--- config.mk ---
export PLATFORM = sky130hd
export DESIGN_NAME = utf8_codepoint_decoder_unit_flat
export DESIGN_NICKNAME = d
export VERILOG_FILES = /design/src/hdl/u8dec_pkg.sv /design/src/hdl/u8dec_in_if.sv /design/src/hdl/u8dec_out_if.sv /design/src/hdl/utf8_codepoint_decoder_unit.sv /design/src/flat_wrapper.sv
export SDC_FILE = /design/constraint.sdc
export NUM_CORES = 1
export LEC_CHECK = 0
export ABC_AREA = 1
export BUFFER_PORTS_ARGS = -buffer_cell sky130_fd_sc_hd__buf_2
export CAP_MARGIN = 20
export CORE_MARGIN = 10
export CORE_UTILIZATION = 62
export DETAILED_ROUTE_END_ITERATION = 6
export PLACE_DENSITY = 0.91
export SLEW_MARGIN = 15
export SYNTH_ARGS = -nofsm -noshare
export SYNTH_HDL_FRONTEND = slang
export SYNTH_SLANG_ARGS = --single-unit
--- constraint.sdc ---
create_clock -name clk -period 3.4 [get_ports clk]
set_input_delay 0.51 -clock clk [delete_from_list [all_inputs] [get_ports clk]]
set_output_delay 0.51 -clock clk [all_outputs]
set_load 0.005 [all_outputs]
--- src/hdl/u8dec_pkg.sv ---
// ----------------------------------------------------------------------------
// u8dec_pkg
// Shared types, constants and helper functions of the utf-8 decoder.
// ----------------------------------------------------------------------------
`default_nettype none

package u8dec_pkg;

    // field widths
    localparam int BYTE_W  = 8;
    localparam int CP_W    = 21;
    localparam int LEN_W   = 3;
    localparam int PCNT_W  = 2;

    // result queue geometry
    localparam int QUEUE_DEPTH = 4;
    localparam int QIDX_W      = 2;
    localparam int QCNT_W      = 3;
    localparam int MAX_RES     = 3;
    localparam int NRES_W      = 2;

    // sequence length codes, zero means no sequence open
    localparam logic [LEN_W-1:0] LEN_NONE = 3'd0;
    localparam logic [LEN_W-1:0] LEN_ONE  = 3'd1;
    localparam logic [LEN_W-1:0] LEN_TWO  = 3'd2;
    localparam logic [LEN_W-1:0] LEN_THREE = 3'd3;
    localparam logic [LEN_W-1:0] LEN_FOUR = 3'd4;

    localparam logic [CP_W-1:0] REPLACEMENT_CP = 21'h00FFFD;

    // one queued result
    typedef struct packed {
        logic [CP_W-1:0] code_point;
        logic            run_end;
    } out_entry_t;

    // sequence length implied by a lead byte, LEN_NONE when no pattern fits
    function automatic logic [LEN_W-1:0] lead_len(input logic [BYTE_W-1:0] b);
        logic [LEN_W-1:0] len;
        if ((b & 8'h80) == 8'h00)
            len = LEN_ONE;
        else if ((b & 8'hE0) == 8'hC0)
            len = LEN_TWO;
        else if ((b & 8'hF0) == 8'hE0)
            len = LEN_THREE;
        else if ((b & 8'hF8) == 8'hF0)
            len = LEN_FOUR;
        else
            len = LEN_NONE;
        return len;
    endfunction

    // a byte decoded as a text on its own
    function automatic logic [CP_W-1:0] single_cp(input logic [BYTE_W-1:0] b);
        logic [CP_W-1:0] cp;
        if (lead_len(b) == LEN_ONE)
            cp = {13'd0, b};
        else
            cp = REPLACEMENT_CP;
        return cp;
    endfunction

    // two byte sequence
    function automatic logic [CP_W-1:0] assemble2(input logic [BYTE_W-1:0] b0,
                                                  input logic [BYTE_W-1:0] b1);
        return {10'd0, b0[4:0], b1[5:0]};
    endfunction

endpackage

`default_nettype wire

--- src/hdl/u8dec_in_if.sv ---
// ----------------------------------------------------------------------------
// u8dec_in_if
// Byte channel into the decoder: valid/ready handshake with byte payload.
// ----------------------------------------------------------------------------
`default_nettype none

interface u8dec_in_if;
    logic                           valid;
    logic                           ready;
    logic [u8dec_pkg::BYTE_W-1:0]   text_byte;
    logic                           final_byte;

    modport source (output valid, output text_byte, output final_byte, input ready);
    modport sink   (input valid, input text_byte, input final_byte, output ready);
endinterface

`default_nettype wire

--- src/hdl/u8dec_out_if.sv ---
// ----------------------------------------------------------------------------
// u8dec_out_if
// Code point channel out of the decoder: valid/ready handshake.
// ----------------------------------------------------------------------------
`default_nettype none

interface u8dec_out_if;
    logic                           valid;
    logic                           ready;
    logic [u8dec_pkg::CP_W-1:0]     code_point;
    logic                           run_end;

    modport source (output valid, output code_point, output run_end, input ready);
    modport sink   (input valid, input code_point, input run_end, output ready);
endinterface

`default_nettype wire

--- src/hdl/utf8_codepoint_decoder_unit.sv ---
// ----------------------------------------------------------------------------
// utf8_codepoint_decoder_unit
// Streaming utf-8 decoder: one byte per transaction in, code points out.
// ----------------------------------------------------------------------------
//
//  channel  | dir | payload                     | handshake
//  ---------+-----+-----------------------------+-------------
//  text     | in  | text_byte[7:0], final_byte  | valid/ready
//  points   | out | code_point[20:0], run_end   | valid/ready
//
//  A byte is decoded in the cycle it is accepted and its results (0 to 3)
//  land in a four-entry result queue, whose registered head drives points.
//  With points.ready high one byte is taken every cycle; only a final
//  byte that truncates a sequence yields two or three results, which
//  drain one per cycle and hold off text until one entry is left.
//  text.ready is high while the queue holds at most one entry.
//  Reset closes any open sequence and empties the queue.
//
`default_nettype none

module utf8_codepoint_decoder_unit (
    input  wire logic   clk,
    input  wire logic   rst_n,
    u8dec_in_if.sink    text,
    u8dec_out_if.source points
);

    // decoder state
    logic [u8dec_pkg::LEN_W-1:0]    seq_len_reg, seq_len_next;
    logic [u8dec_pkg::PCNT_W-1:0]   pend_cnt_reg, pend_cnt_next;
    logic [u8dec_pkg::BYTE_W-1:0]   pend_reg [3];
    logic                           pend_we;
    logic [u8dec_pkg::PCNT_W-1:0]   pend_widx;

    // result queue
    u8dec_pkg::out_entry_t          q_reg [u8dec_pkg::QUEUE_DEPTH];
    u8dec_pkg::out_entry_t          q_next [u8dec_pkg::QUEUE_DEPTH];
    logic [u8dec_pkg::QCNT_W-1:0]   cnt_reg, cnt_next;

    // per-byte results
    logic [u8dec_pkg::CP_W-1:0]     res_cp [u8dec_pkg::MAX_RES];
    logic [u8dec_pkg::NRES_W-1:0]   nres;
    logic [u8dec_pkg::PCNT_W:0]     n_held;
    logic [u8dec_pkg::LEN_W-1:0]    len_in;
    logic [u8dec_pkg::LEN_W-1:0]    len_b1;
    logic [u8dec_pkg::CP_W-1:0]     asm_cp;

    logic                           acc;
    logic                           pop;
    logic [u8dec_pkg::BYTE_W-1:0]   b;

    assign acc = text.valid && text.ready;
    assign pop = points.valid && points.ready;
    assign b   = text.text_byte;

    // handshake outputs
    assign text.ready        = (cnt_reg <= 3'd1);
    assign points.valid      = (cnt_reg != 3'd0);
    assign points.code_point = q_reg[0].code_point;
    assign points.run_end    = q_reg[0].run_end;

    // open sequence completed by this byte
    always_comb
    begin
        case (seq_len_reg)
            u8dec_pkg::LEN_TWO:
                asm_cp = u8dec_pkg::assemble2(pend_reg[0], b);
            u8dec_pkg::LEN_THREE:
                asm_cp = {5'd0, pend_reg[0][3:0], pend_reg[1][5:0], b[5:0]};
            u8dec_pkg::LEN_FOUR:
                asm_cp = {pend_reg[0][2:0], pend_reg[1][5:0], pend_reg[2][5:0], b[5:0]};
            default:
                asm_cp = {13'd0, pend_reg[0]};
        endcase
    end

    // byte decode
    always_comb
    begin
        len_in        = u8dec_pkg::lead_len(b);
        len_b1        = u8dec_pkg::lead_len(pend_reg[1]);
        n_held        = {1'b0, pend_cnt_reg} + 3'd1;
        nres          = 2'd0;
        res_cp[0]     = u8dec_pkg::REPLACEMENT_CP;
        res_cp[1]     = u8dec_pkg::REPLACEMENT_CP;
        res_cp[2]     = u8dec_pkg::REPLACEMENT_CP;
        seq_len_next  = seq_len_reg;
        pend_cnt_next = pend_cnt_reg;
        pend_we       = 1'b0;
        pend_widx     = pend_cnt_reg;

        if (seq_len_reg == u8dec_pkg::LEN_NONE)
        begin
            if (len_in == u8dec_pkg::LEN_ONE)
            begin
                res_cp[0] = {13'd0, b};
                nres      = 2'd1;
            end
            else if (len_in == u8dec_pkg::LEN_NONE || text.final_byte)
            begin
                nres = 2'd1;
            end
            else
            begin
                pend_we       = 1'b1;
                pend_widx     = 2'd0;
                pend_cnt_next = 2'd1;
                seq_len_next  = len_in;
            end
        end
        else if (n_held >= seq_len_reg)
        begin
            res_cp[0]     = asm_cp;
            nres          = 2'd1;
            seq_len_next  = u8dec_pkg::LEN_NONE;
            pend_cnt_next = 2'd0;
        end
        else if (text.final_byte)
        begin
            // truncated: lead gives the replacement, the rest decoded anew
            if (pend_cnt_reg == 2'd1)
            begin
                res_cp[1] = u8dec_pkg::single_cp(b);
                nres      = 2'd2;
            end
            else if (len_b1 == u8dec_pkg::LEN_ONE)
            begin
                res_cp[1] = {13'd0, pend_reg[1]};
                res_cp[2] = u8dec_pkg::single_cp(b);
                nres      = 2'd3;
            end
            else if (len_b1 == u8dec_pkg::LEN_TWO)
            begin
                res_cp[1] = u8dec_pkg::assemble2(pend_reg[1], b);
                nres      = 2'd2;
            end
            else
            begin
                res_cp[2] = u8dec_pkg::single_cp(b);
                nres      = 2'd3;
            end
            seq_len_next  = u8dec_pkg::LEN_NONE;
            pend_cnt_next = 2'd0;
        end
        else
        begin
            pend_we       = 1'b1;
            pend_cnt_next = n_held[u8dec_pkg::PCNT_W-1:0];
        end

        if (text.final_byte)
        begin
            seq_len_next  = u8dec_pkg::LEN_NONE;
            pend_cnt_next = 2'd0;
        end
    end

    // result queue update: pop from the head, append this byte's results
    always_comb
    begin
        logic [u8dec_pkg::QCNT_W-1:0] base;
        logic [u8dec_pkg::QCNT_W-1:0] widx;
        base = cnt_reg - {2'd0, pop};
        widx = base;
        for (int i = 0; i < u8dec_pkg::QUEUE_DEPTH - 1; i++)
        begin
            if (pop)
                q_next[i] = q_reg[i+1];
            else
                q_next[i] = q_reg[i];
        end
        q_next[u8dec_pkg::QUEUE_DEPTH-1] = q_reg[u8dec_pkg::QUEUE_DEPTH-1];
        cnt_next = base;
        if (acc)
        begin
            for (int j = 0; j < u8dec_pkg::MAX_RES; j++)
            begin
                widx = base + 3'(j);
                if (2'(j) < nres)
                begin
                    q_next[widx[u8dec_pkg::QIDX_W-1:0]].code_point = res_cp[j];
                    q_next[widx[u8dec_pkg::QIDX_W-1:0]].run_end    = (nres == 2'(j + 1));
                end
            end
            cnt_next = base + {1'b0, nres};
        end
    end

    // control registers
    always_ff @(posedge clk or negedge rst_n)
    begin
        if (!rst_n)
        begin
            seq_len_reg  <= u8dec_pkg::LEN_NONE;
            pend_cnt_reg <= 2'd0;
            cnt_reg      <= 3'd0;
        end
        else
        begin
            cnt_reg <= cnt_next;
            if (acc)
            begin
                seq_len_reg  <= seq_len_next;
                pend_cnt_reg <= pend_cnt_next;
            end
        end
    end

    // payload registers
    always_ff @(posedge clk)
    begin
        if (acc && pend_we)
            pend_reg[pend_widx] <= b;
        for (int i = 0; i < u8dec_pkg::QUEUE_DEPTH; i++)
            q_reg[i] <= q_next[i];
    end

    // checks
    logic last_end;
    always_comb
    begin
        case (cnt_reg)
            3'd1:    last_end = q_reg[0].run_end;
            3'd2:    last_end = q_reg[1].run_end;
            3'd3:    last_end = q_reg[2].run_end;
            3'd4:    last_end = q_reg[3].run_end;
            default: last_end = 1'b1;
        endcase
    end

    a_queue_bound: assert property (@(posedge clk) disable iff (!rst_n)
        cnt_reg <= 3'd4)
        else $error("result queue overfilled");

    a_final_closes: assert property (@(posedge clk) disable iff (!rst_n)
        (acc && text.final_byte) |=> (seq_len_reg == u8dec_pkg::LEN_NONE))
        else $error("sequence left open after final byte");

    a_open_count: assert property (@(posedge clk) disable iff (!rst_n)
        (seq_len_reg != u8dec_pkg::LEN_NONE) |->
            (pend_cnt_reg != 2'd0 && {1'b0, pend_cnt_reg} < seq_len_reg))
        else $error("held byte count inconsistent with sequence length");

    a_tail_run_end: assert property (@(posedge clk) disable iff (!rst_n)
        (cnt_reg != 3'd0) |-> last_end)
        else $error("queue tail lacks run_end");

endmodule

`default_nettype wire

--- src/flat_wrapper.sv ---
// flat-port wrapper written by rule: the top's interface ports become plain ports
module utf8_codepoint_decoder_unit_flat 
  (clk, rst_n, text_valid, text_text_byte, text_final_byte, text_ready, points_valid, points_code_point, points_run_end, points_ready);
  u8dec_in_if text_i ();
  u8dec_out_if points_i ();
  input  wire logic clk;
  input  wire logic rst_n;
  input wire logic [$bits(text_i.valid)-1:0] text_valid;
  input wire logic [$bits(text_i.text_byte)-1:0] text_text_byte;
  input wire logic [$bits(text_i.final_byte)-1:0] text_final_byte;
  output wire logic [$bits(text_i.ready)-1:0] text_ready;
  output wire logic [$bits(points_i.valid)-1:0] points_valid;
  output wire logic [$bits(points_i.code_point)-1:0] points_code_point;
  output wire logic [$bits(points_i.run_end)-1:0] points_run_end;
  input wire logic [$bits(points_i.ready)-1:0] points_ready;
  assign text_i.valid = text_valid;
  assign text_i.text_byte = text_text_byte;
  assign text_i.final_byte = text_final_byte;
  assign text_ready = text_i.ready;
  assign points_valid = points_i.valid;
  assign points_code_point = points_i.code_point;
  assign points_run_end = points_i.run_end;
  assign points_i.ready = points_ready;
  utf8_codepoint_decoder_unit u_core (.clk(clk), .rst_n(rst_n), .text(text_i), .points(points_i));
endmodule
# Word-level counts from Yosys, hierarchy flattened
# Memory sizes are Yosys's and may differ from the RTL's.
# Index checks and enable logic that the tools add are counted.
dict set report classes {
  add_sub_neg 5
  mul 0
  n_div 0
  magnitude_cmp 11
  eq_ne 21
  shift 0
  n_mux 94
  n_bitwise 3
  reduce_logical 15
}
# op count
set op_table {}
lappend op_table {{bitwise mux 88 bit} 6}
lappend op_table {{2-to-1 mux 88 bit} 6}
lappend op_table {{demux 22 bit (select 2 bit)} 6}
lappend op_table {{2-to-1 mux 42 bit} 4}
lappend op_table {{2-to-1 mux 22 bit} 6}
lappend op_table {{2-to-1 mux 16 bit} 6}
lappend op_table {{2-to-1 mux 3 bit} 29}
lappend op_table {{2-to-1 mux 21 bit} 4}
lappend op_table {{one-hot mux 21 bit (3 select lines)} 1}
lappend op_table {{2-to-1 mux 2 bit} 14}
lappend op_table {{zero test 8 bit} 2}
lappend op_table {{equality test 3 x 1 -> 1 bit, second input constant} 5}
lappend op_table {{2-to-1 mux 1 bit} 12}
lappend op_table {{equality test 5 bit, second input constant} 2}
lappend op_table {{equality test 3 x 2 -> 1 bit, second input constant} 3}
lappend op_table {{equality test 3 bit, second input constant} 3}
lappend op_table {{>= comparator 3 bit, second input constant} 3}
lappend op_table {{< comparator 3 x 1 -> 1 bit, second input constant} 3}
lappend op_table {{NOT 2 -> 3 bit} 3}
lappend op_table {{equality test 4 bit, second input constant} 2}
lappend op_table {{logical AND 1 bit} 6}
lappend op_table {{zero test 3 bit} 2}
lappend op_table {{inequality test 3 bit, second input constant} 2}
lappend op_table {{nonzero test 3 bit} 2}
lappend op_table {{14 further kinds} 17}
dict set report totals {
  reg_bits 8
  latchBits 0
  ramBits 112
  mem_bits_ro 0
  input_bits 13
  out_inout_bits 24
  memories 2
}
# name depth width read_ports rd_ports_with_merged_regs write_ports line_no
set mem_list {}
lappend mem_list {u_core.q_reg 4 22 4 0 4 utf8_codepoint_decoder_unit.sv:36} ;# u8dec_pkg::out_entry_t q_reg [u8dec_pkg::QUEUE_DEPTH];
lappend mem_list {u_core.pend_reg 3 8 3 0 1 utf8_codepoint_decoder_unit.sv:31} ;# logic [u8dec_pkg::BYTE_W-1:0] pend_reg [3];

# Longest topological paths before layout
# Gate-level depths: netlist of the first run.
# An unclocked memory read counts as a cell.
dict set report logic_depth {
  ltp_word 29
  ltp_mapped 18
  ltp_nobuf 17
}

# Worst setup path after synthesis of the first run
# Ideal clock, no wire load.
dict set report synth_path {
  path_kind {register to register}
  start {register u_core.cnt_reg[2] (netlist bit)}
  end {memory u_core.q_reg[3][2] (netlist bit), data pin}
  setup_time_ps 265
  arrival_ps 2931
  required_ps 3135
  path_slack_ps 205
  path_stages_with_launch 19
  path_buffers 3
  cell_sequence {dfrtp_1 nor2_1 nand2_1 nand2_1 inv_2 clkbuf_1 clkbuf_1 ha_1 ha_1 inv_1 nor2_1 inv_1 nor2_4 nand2_4 inv_2 nor2_4 buf_4 o211ai_1 nand3_1}
}
# item line_no
set synth_lines {}
lappend synth_lines {{start, declared} utf8_codepoint_decoder_unit.sv:38} ;# logic [u8dec_pkg::QCNT_W-1:0] cnt_reg, cnt_next;
lappend synth_lines {{start signal, assigned} utf8_codepoint_decoder_unit.sv:200} ;# cnt_reg <= cnt_next;
lappend synth_lines {{end, declared} utf8_codepoint_decoder_unit.sv:36}

==> results of run 1 <==
-- placed cells by master, fill, tap and decap left out, drive strengths merged --
master	Yosys	final
a21oi	72	72
a22oi	2	2
and2	1	1
buf	33	58
bufinv	0	4
clkbuf	22	19
clkinv	1	6
clkinvlp	0	4
dfrtp	8	8
dfxtp	66	66
dlygate4sd3	0	1
edfxtp	44	44
fa	1	1
ha	8	8
inv	85	85
mux2i	1	1
nand2	438	438
nand3	83	83
nand4	20	20
nor2	60	60
nor3	3	3
o211ai	12	12
o21ai	143	143
o221ai	6	6
o22ai	3	3
o31ai	1	1
or2	34	34
xnor2	1	1
xor2	1	1
-- synth_stat cells --
master and count:
inv_2 9, inv_1 76, o211ai_1 12, nand4_1 18
buf_2 22, o21ai_1 23, nor2_8 2, or2_2 34
edfxtp_1 44, o21ai_0 119, nand2_1 425, nor2_4 4
mux2i_1 1, buf_4 4, dfxtp_1 66, a21oi_1 72
nand2_4 6, o31ai_1 1, clkbuf_1 22, nand2_2 7
xnor2_1 1, nand3_2 4, buf_6 5, a22oi_1 2
xor2_1 1, nor3_1 3, nand4_2 2, and2_1 1
fa_1 1, o22ai_1 3, o21ai_2 1, nand3_1 79
clkinv_2 1, buf_1 2, ha_1 8, nor2_1 54
dfrtp_1 8, o221ai_1 6
-- power by group --
group	switching (W)	internal [W]	total [W]
logic	0.00396	0.00196	0.00592
registers	0.000268	0.00212	0.00239
clock network	0.000664	0.00122	0.00188
-- what timing repair did --
action | CTS | global route
endpoints found under the hold margin | 8 | 0
resized for setup | 0 | 0
hold buffers | 1 | 0
-- cell type report --
type | instances | area [um^2] | area share
multi-input combinational | 890 | 4220 | 0.492
sequential | 118 | 2840 | 0.332
clock buffer | 19 | 433 | 0.0506
timing repair buffer | 59 | 355 | 0.0415
inverter | 86 | 324 | 0.0378
tap | 168 | 210 | 0.0246
clock inverter | 13 | 181 | 0.0212
-- through the flow --
step           cells   util  worst slack (ps)  hold WS, ps  instance area [um^2]
2_1_floorplan   1149      -               205          214                  7670
3_5_place_dp    1320  0.658               433          368                  7940
6_report        1353  0.710               353          337                  8560
5_1_grt         1353  0.710               145          340                  8560
4_1_cts         1353  0.710               407          331                  8560
3_3_place_gp    1320  0.658               543          360                  7940
-- kinds of logic after synthesis --
group	count (synthesis)	share of synthesized area
and+or+nand+nor	639	0.365
AOI/OAI and AO/OA	239	0.165
buffers and inverters	141	0.0796
DFF	118	0.371
adders and majority gates	9	0.0157
xor gates and xnor gates	2	0.00229
muxes	1	0.00131
-- worst min path at each step --
| stage | startpoint | end | slack (ps) | depth (start not counted) |
|---|---|---|---|---|
| after detailed placement | rst_n | u_core.seq_len_reg[2] | 370 | 1 |
| after CTS | text_text_byte[3] | u_core.pend_reg[0][3] | 330 | 1 |
| after global routing | text_text_byte[6] | u_core.pend_reg[1][6] | 340 | 1 |
| final | text_text_byte[3] | u_core.pend_reg[0][3] | 340 | 1 |
| after floorplan | rst_n | u_core.cnt_reg[0] | 210 | 0 |
| after global placement | rst_n | u_core.seq_len_reg[2] | 360 | 1 |
-- layer usage --
metal / GRT usage / vias up / share of wire
li1: - / 3839 / -
met4: 0.138 / 0 / 0.038
met2: 0.417 / 525 / 0.47
met1: 0.317 / 3652 / 0.39
met3: 0.0591 / 93 / 0.096
met5: 0 / - / 0
==> results.sh, run 1 <==
export IMPL_hp_class="input pin to register"
export IMPL_crit_arrival_ps=3380
export IMPL_cp_buffers_inverters=2
export IMPL_p_total_w=0.0102
export IMPL_finClkSkew_ps=10.2
export IMPL_worstSetupPathType="register to register"
export IMPL_r2r_start="u_core.pend_cnt_reg[0]"
export IMPL_yosysWarnings=0
export IMPL_end_kind="register"
export IMPL_powerDensity_mw_per_mm2=1190
export IMPL_fp_dieH_um=131
export IMPL_grt_pass1_vias=7775
export IMPL_crit_path_top_delay_cell="dfrtp_1"
export IMPL_r2r_end="u_core.q_reg[2][12]"
export IMPL_clk_pin_slew_ps=60
export IMPL_first_pass_iters=6
export IMPL_worstSetupStartpoint="u_core.pend_cnt_reg[0]"
export IMPL_avgSynthCellArea_um2=6.67
export IMPL_critPathLaunchType="register"
export IMPL_synth_top_area_share=0.208
export IMPL_track_usage=0.260
export IMPL_outcome="finished clean"
export IMPL_wirelength_um=22400
export IMPL_largest_reg_flops=88
export IMPL_finalCriticalPeriod_ps=3050
export IMPL_rows=40
export IMPL_antenna_found_initial=0
export IMPL_nFillCells=980
export IMPL_vias_per_cell=5.99
export IMPL_gp_congestion=0.990
export IMPL_yosysTopAreaCell="nand2_1"
export IMPL_maxCapViolations=0
export IMPL_seq_area_frac_synth=0.371
export IMPL_clock_sinks=118
export IMPL_cts_tree="built"
export IMPL_path_delay_family="simple AND/OR/NAND/NOR gates"
export IMPL_worstRegToRegCells=16
export IMPL_rsz0062_at_grt="no"
export IMPL_yosysUniqueCellTypes=38
export IMPL_crit_path_frequent_cell="nand2_1"
export IMPL_insertedDiodeCount=0
export IMPL_layout_nets=1194
export IMPL_routedWlPerCell_um=16.6
export IMPL_tns_ps=0
export IMPL_area_growth_syn_to_layout_pct=11.7
export IMPL_netlist_area_mm2=0.00767
export IMPL_drtIter0Drc=1329
export IMPL_die_w_um=131
export IMPL_layout_drive_gt1_share=0.134
export IMPL_crit_chain="ha_1 > inv_1 > ha_1 > nand2_1 > nor2_1 > nor2_4 > nand2_4 > nor2_8 > nand2_4 > buf_4 > nand2_2 > nand2_1 > nand3_1 > nand2_1 > nand2_1 > nand2_1"
export IMPL_syn_instance_count=1149
export IMPL_slowest_delay_ps=450
export IMPL_required_ps=3730
export IMPL_finalCritPeriodShare=0.896
export IMPL_crit_end="u_core.q_reg[2][12]"
export IMPL_core_area_mm2=0.0121
export IMPL_path_depth=16
export IMPL_hold_violations=0
export IMPL_drc=0
export IMPL_post_cts_buffers=0
export IMPL_clk_latency_ps=440
export IMPL_critPathMaxFanout=25
export IMPL_final_antenna_net_count=0
export IMPL_p_leak_nw=4.06
export IMPL_clockRootBuffer="clkbuf_16"
export IMPL_max_freq_mhz=328
export IMPL_dp_hpwl_um=15400
export IMPL_clock_path_buffers=2
export IMPL_finalSetupViolCount=0
export IMPL_io_pins=37
export IMPL_regToRegSetupSlack_ps=350
export IMPL_ys_top_cells_by_area="nand2_1 (21%), dfxtp_1 (17%), edfxtp_1 (17%)"
export IMPL_overflow=0
export IMPL_grt_max_degree=72
export IMPL_htree_levels=4
export IMPL_ir_drop_uv=556
export IMPL_vias=8109
export IMPL_slew_limit_headroom=0.529
export IMPL_grt_pass1_wl_um=37700
export IMPL_slew_violations=0
export IMPL_ys_ff_latch=118
export IMPL_cts_made_buffers=17
export IMPL_tightest_slew_ps=699
export IMPL_syn_nets=1171
export IMPL_io_buffers=36
export IMPL_design_die_area_mm2=0.0172
export IMPL_start_util=0.636
Note: power is estimated with default switching activity, not from simulation.
==> run 2, diff against run 1 <==
--- a/config.mk
+++ b/config.mk
@@ -9,9 +9,9 @@
 export BUFFER_PORTS_ARGS = -buffer_cell sky130_fd_sc_hd__buf_2
 export CAP_MARGIN = 20
 export CORE_MARGIN = 10
-export CORE_UTILIZATION = 62
+export CORE_UTILIZATION = 25
 export DETAILED_ROUTE_END_ITERATION = 6
-export PLACE_DENSITY = 0.91
+export PLACE_DENSITY = 0.5
 export SLEW_MARGIN = 15
 export SYNTH_ARGS = -nofsm -noshare
 export SYNTH_HDL_FRONTEND = slang
==> run 2 against run 1 <==
  * Combinational power increased by 2%
  * Sequential share of layout area is 1.2 points lower
  * Maximum frequency rose by 0.55%
  * Wire length is 18% higher
  * Count of clock-buffer cells in the layout grew 8
  * Setup slack better by 17 ps
  * Sequential power about the same
  * Largest cell class unchanged
==> results.sh, run 2 (synthesis results as in run 1) <==
export IMPL_outcome="finished clean"
export IMPL_layout_drive_gt1_share=0.136
export IMPL_whs_ps=331
export IMPL_slew_limit_headroom=0.488
export IMPL_finalCritPeriodShare=0.891
export IMPL_powerDensity_mw_per_mm2=1160
export IMPL_clock_power_share=0.182
export IMPL_antenna_found_initial=0
export IMPL_final_common_cell="nand2_1"
export IMPL_gp_congestion=0.873
export IMPL_crit_path_top_delay_cell="dfrtp_1"
export IMPL_crit_chain="ha_1 > inv_1 > ha_1 > nand2_1 > nor2_1 > nor2_4 > nand2_4 > nor2_8 > nand2_4 > buf_4 > nor2_4 > a21oi_1 > nand2_1 > nand2_1 > o21ai_1"
export IMPL_finalSetupViolCount=0
export IMPL_rows=64
export IMPL_crit_path_frequent_cell="nand2_1"
export IMPL_slew_violations=0
export IMPL_die_w_um=195
export IMPL_design_die_area_mm2=0.0381
export IMPL_area_growth_syn_to_layout_pct=15.9
export IMPL_final_cell_mix="nand2_1 (424), o21ai_0 (119), nand3_1 (79), inv_1 (75), a21oi_1 (72)"
export IMPL_vias=7677
export IMPL_crit_arrival_ps=3350
export IMPL_pwr_share_comb=0.587
export IMPL_final_antenna_net_count=0
export IMPL_slowest_delay_ps=450
export IMPL_drc=0
export IMPL_hold_violations=0
export IMPL_cp_buffers_inverters=2
export IMPL_grt_pass1_wl_um=42600
export IMPL_clock_sinks=118
export IMPL_insertedDiodeCount=0
export IMPL_rsz0062_at_grt="no"
export IMPL_nFillCells=3343
export IMPL_tightest_slew_ps=760
export IMPL_largest_reg_flops=88
export IMPL_finClkSkew_ps=10.3
export IMPL_worstRegToRegCells=15
export IMPL_hp_class="input pin to register"
export IMPL_grt_pass1_vias=7592
export IMPL_p_total_w=0.0103
export IMPL_min_to="u_core.pend_reg[0][6]"
export IMPL_overflow=0
export IMPL_fin_cells=1585
export IMPL_start_util=0.252
export IMPL_vias_per_cell=4.84
export IMPL_finalCriticalPeriod_ps=3030
export IMPL_io_buffers=36
export IMPL_p_leak_nw=4.10
export IMPL_tns_ps=0
export IMPL_hp_start="text_text_byte[6]"
export IMPL_maxCapViolations=0
export IMPL_place_inst=1552
export IMPL_clk_latency_ps=430
export IMPL_layout_nets=1198
export IMPL_r2r_start="u_core.pend_cnt_reg[0]"
export IMPL_r2r_end="u_core.q_reg[0][16]"
export IMPL_track_usage=0.137
export IMPL_worstSetupPathType="register to register"
export IMPL_clk_pin_slew_ps=60
export IMPL_clock_path_buffers=2
export IMPL_p_int_w=0.00534
export IMPL_routedWlPerCell_um=16.6
export IMPL_power_frac_seq=0.231
export IMPL_end_kind="register"
export IMPL_path_depth=15
export IMPL_fp_dieH_um=195
export IMPL_whs_path_depth=1
export IMPL_dp_hpwl_um=18500
export IMPL_cts_tree="built"
export IMPL_wirelength_um=26300
export IMPL_max_freq_mhz=330
export IMPL_path_delay_family="simple AND/OR/NAND/NOR gates"
export IMPL_io_pins=37
export IMPL_switching_share=0.483
export IMPL_clockRootBuffer="clkbuf_16"
export IMPL_critPathLaunchType="register"
export IMPL_cts_repair_resized=0
export IMPL_htree_levels=4
export IMPL_critPathMaxFanout=20
export IMPL_drtIter0Drc=705
export IMPL_cts_made_buffers=17
export IMPL_grt_max_degree=72
export IMPL_required_ps=3720
export IMPL_ir_drop_uv=525
export IMPL_post_cts_buffers=0
export IMPL_core_area_mm2=0.0304
export IMPL_regToRegSetupSlack_ps=370
export IMPL_power_switching_w=0.00499
export IMPL_first_pass_iters=5
-- run 2: cell types whose count changed in the layout (fill, tap and decap cells not counted), moves of 2 or more --
cell / change
bufinv_16: -3
clkbuf_16: +3
clkbuf_1: +2
clkbuf_8: +3
clkinv_4: -2
clkinvlp_4: -4
inv_4: +3
buf_4: +3
-- run 2: what timing repair did --
item	4_1_cts	5_1_grt
endpoints found under the hold margin	8	0
endpoints found under the setup margin	0	0
hold buffers	1	0
-- run 2: layout make-up --
| type | instances | area, um^2 | area share |
|---|---|---|---|
| Multi-Input combinational cell | 890 | 4220 | 0.474 |
| Inverter | 86 | 324 | 0.0365 |
| Tap cell | 396 | 495 | 0.0558 |
| Clock inverter | 5 | 53.8 | 0.00605 |
| Sequential cell | 118 | 2840 | 0.320 |
| Clock buffer | 27 | 557 | 0.0627 |
| Timing Repair Buffer | 63 | 398 | 0.0448 |
-- run 2: through the flow --
stage,cell area [um^2],setup WS (ps),utilization
CTS,8890,386,0.292
finish,8890,369,0.292
floorplan,7670,205,-
global placement,8270,449,0.272
detailed placement,8270,396,0.272
global route,8890,128,0.292
-- run 2: worst max-delay path by stage --
stage,end,startpoint
CTS,u_core.q_reg[0][16],u_core.pend_cnt_reg[0]
global route,u_core.q_reg[0][13],u_core.pend_cnt_reg[0]
finish,u_core.q_reg[0][16],u_core.pend_cnt_reg[0]
detailed placement,u_core.q_reg[0][16],u_core.pend_cnt_reg[0]
floorplan,u_core.q_reg[3][2],u_core.cnt_reg[2]
global placement,u_core.q_reg[3][1],u_core.pend_cnt_reg[0]
-- run 2: routing by layer --
| layer | track usage | vias up | wire (um) |
|---|---|---|---|
| li1 | - | 3860 | - |
| met1 | 0.180 | 3549 | 12100 |
| met2 | 0.228 | 246 | 12600 |
| met3 | 0.0219 | 22 | 1350 |
| met4 | 0.0370 | 0 | 327 |
| met5 | 0 | - | 0 |
-- run 2: power by group through the flow --
| stage | clock (W) | sequential [W] | combinational [W] |
|---|---|---|---|
| CTS | 0.00191 | 0.00239 | 0.00604 |
| global route | 0.00196 | 0.00245 | 0.00692 |
| detailed placement | 0 | 0.00241 | 0.00600 |
| floorplan | 0 | 0.00233 | 0.00440 |
| finish | 0.00188 | 0.00239 | 0.00606 |
| global placement | 0 | 0.00241 | 0.00596 |
==> run 3, diff against run 2 <==
--- a/config.mk
+++ b/config.mk
@@ -8,10 +8,12 @@
 export ABC_AREA = 1
 export BUFFER_PORTS_ARGS = -buffer_cell sky130_fd_sc_hd__buf_2
 export CAP_MARGIN = 20
+export CELL_PAD_IN_SITES_DETAIL_PLACEMENT = 1
+export CELL_PAD_IN_SITES_GLOBAL_PLACEMENT = 2
 export CORE_MARGIN = 10
 export CORE_UTILIZATION = 25
 export DETAILED_ROUTE_END_ITERATION = 6
-export PLACE_DENSITY = 0.5
+export PLACE_DENSITY = 0.72
 export SLEW_MARGIN = 15
 export SYNTH_ARGS = -nofsm -noshare
 export SYNTH_HDL_FRONTEND = slang
==> run 3 against run 2 <==
  * Sequential share of layout area shrank 0.054 points
  * Die area unchanged
  * Cell count is 0.44% higher
  * Register-to-register slack worse by 80 ps
  * Flip-flop and latch count unchanged
  * Clock skew hardly changed
  * Non-clock buffer count up 7
  * Core utilization barely moved
  * Maximum frequency decreased by 2.6%
  * Via count up 2.3%
  * Critical path type unchanged
  * Largest cell class unchanged
==> results.sh, run 3 (synthesis results as in run 1) <==
export IMPL_slowest_delay_ps=470
export IMPL_maxCapViolations=0
export IMPL_overflow=0
export IMPL_area_growth_syn_to_layout_pct=16.1
export IMPL_finalCriticalPeriod_ps=3110
export IMPL_drtIter0Drc=471
export IMPL_final_antenna_net_count=0
export IMPL_dp_hpwl_um=21200
export IMPL_powerDensity_mw_per_mm2=1180
export IMPL_slew_violations=0
export IMPL_cts_tree="built"
export IMPL_path_delay_family="simple AND/OR/NAND/NOR gates"
export IMPL_cts_made_buffers=17
export IMPL_crit_chain="nor2_1 > nand2_1 > nand2_2 > inv_2 > ha_1 > ha_1 > inv_1 > nor2_1 > nand3_2 > inv_2 > nand2_1 > o21ai_0"
export IMPL_outcome="finished clean"
export IMPL_fp_dieH_um=195
export IMPL_routedWlPerCell_um=18.6
export IMPL_clk_latency_ps=430
export IMPL_vias=7852
export IMPL_first_pass_iters=5
export IMPL_end_kind="register"
export IMPL_hold_violations=0
export IMPL_hp_class="input pin to register"
export IMPL_rsz0062_at_grt="no"
export IMPL_antenna_found_initial=1
export IMPL_final_common_cell="nand2_1"
export IMPL_clock_path_buffers=2
export IMPL_io_buffers=36
export IMPL_crit_path_top_delay_cell="inv_2"
export IMPL_clk_pin_slew_ps=60
export IMPL_finalInstanceArea_mm2=0.00890
export IMPL_ir_drop_uv=374
export IMPL_drc=0
export IMPL_design_die_area_mm2=0.0381
export IMPL_finClkSkew_ps=10.2
export IMPL_max_freq_mhz=321
export IMPL_grt_pass1_wl_um=47100
export IMPL_critPathLaunchType="register"
export IMPL_io_pins=37
export IMPL_layout_drive_gt1_share=0.142
export IMPL_finalCritPeriodShare=0.915
export IMPL_grt_pass1_vias=8236
export IMPL_core_area_mm2=0.0304
export IMPL_nFillCells=3837
export IMPL_vias_per_cell=4.93
export IMPL_start_util=0.252
export IMPL_slew_limit_headroom=0.463
export IMPL_p_leak_nw=4.10
export IMPL_tns_ps=0
export IMPL_final_cell_mix="nand2_1 (424), o21ai_0 (119), nand3_1 (79), inv_1 (74), a21oi_1 (72)"
export IMPL_place_area_mm2=0.00829
export IMPL_grt_max_degree=72
export IMPL_largest_reg_flops=88
export IMPL_cp_buffers_inverters=3
export IMPL_htree_levels=4
export IMPL_critPathMaxFanout=17
export IMPL_tightest_slew_ps=797
export IMPL_insertedDiodeCount=0
export IMPL_die_w_um=195
export IMPL_clock_sinks=118
export IMPL_track_usage=0.156
export IMPL_finalSetupViolCount=0
export IMPL_clockRootBuffer="clkbuf_16"
export IMPL_crit_arrival_ps=3440
export IMPL_rows=64
export IMPL_wirelength_um=29600
export IMPL_gp_congestion=0.843
export IMPL_layout_nets=1205
export IMPL_worstSetupPathType="register to register"
export IMPL_required_ps=3730
==> run 3: changes by cell type in the layout (fill, tap and decap cells not counted), sizes merged <==
| cell | before | now |
|---|---|---|
| buf | 62 | 69 |
| clkinv | 2 | 7 |
| clkbuf | 27 | 19 |
| inv | 88 | 86 |
| bufinv | 1 | 2 |
| clkinvlp | 0 | 4 |
==> run 3: final timing paths <==
check                      slack, ps           startpoint                    end  cells past startpoint
setup / recovery                 290    u_core.cnt_reg[2]    u_core.q_reg[1][19]                     12
hold / removal                   340    text_text_byte[6]  u_core.pend_reg[0][6]                      1
setup reg to reg                 290    u_core.cnt_reg[2]    u_core.q_reg[1][19]                     12
hold reg to reg                  560  u_core.q_reg[0][19]    u_core.q_reg[0][19]                      4
max in group asynchronous       2750                rst_n      u_core.cnt_reg[0]                      2
min in group asynchronous        470                rst_n  u_core.seq_len_reg[0]                      2
==> run 3: worst reg2reg max path, stage by stage (launching register included) <==
cell and delay (ps):
dfrtp_1 390, nor2_1 180, nand2_1 110, nand2_2 100, inv_2 40, ha_1 170, ha_1 380, inv_1 100
nor2_1 240, nand3_2 360, inv_2 470, nand2_1 250, o21ai_0 250
==> run 3: metrics by stage <==
| stage | worst slack, ps | utilization | hold WS, ps | power [W] | instances |
|---|---|---|---|---|---|
| after floorplan | 205 | - | 214 | 0.00672 | 1149 |
| after global placement | 373 | 0.272 | 371 | 0.00860 | 1557 |
| after detailed placement | 307 | 0.272 | 371 | 0.00873 | 1557 |
| after CTS | 275 | 0.292 | 326 | 0.0106 | 1590 |
| after global routing | 25.3 | 0.293 | 329 | 0.0116 | 1592 |
| final | 289 | 0.293 | 344 | 0.0105 | 1592 |
==> run 3: timing repair <==
item,4_1_cts,5_1_grt
setup endpoints to repair,0,6
hold buffers,1,0
resized for setup,0,1
setup buffers,0,2
endpoints found under the hold margin,8,0
==> run 3: layout make-up <==
type | instances | area (um^2) | share of cell area
clock inverters | 13 | 128 | 0.0143
inverters | 86 | 328 | 0.0368
clock buffers | 19 | 454 | 0.0510
multi-input cells | 890 | 4220 | 0.474
well taps | 396 | 495 | 0.0557
flip-flops and latches | 118 | 2840 | 0.319
repair buffers | 70 | 438 | 0.0492
==> run 3: metal layers <==
metal,wire [um],GRT usage,share of wire
met5,0,0,0
met3,871,0.0274,0.029
met4,465,0.0416,0.016
met2,15000,0.273,0.51
met1,13200,0.191,0.45
==> run 3: report_power, final <==
part	switching (W)	total (W)	leakage [nW]	internal, W
sequential	0.000267	0.00239	1.06	0.00212
combinational	0.00423	0.00630	2.77	0.00207
clock	0.000733	0.00185	0.277	0.00112
total	0.00523	0.0105	4.10	0.00530
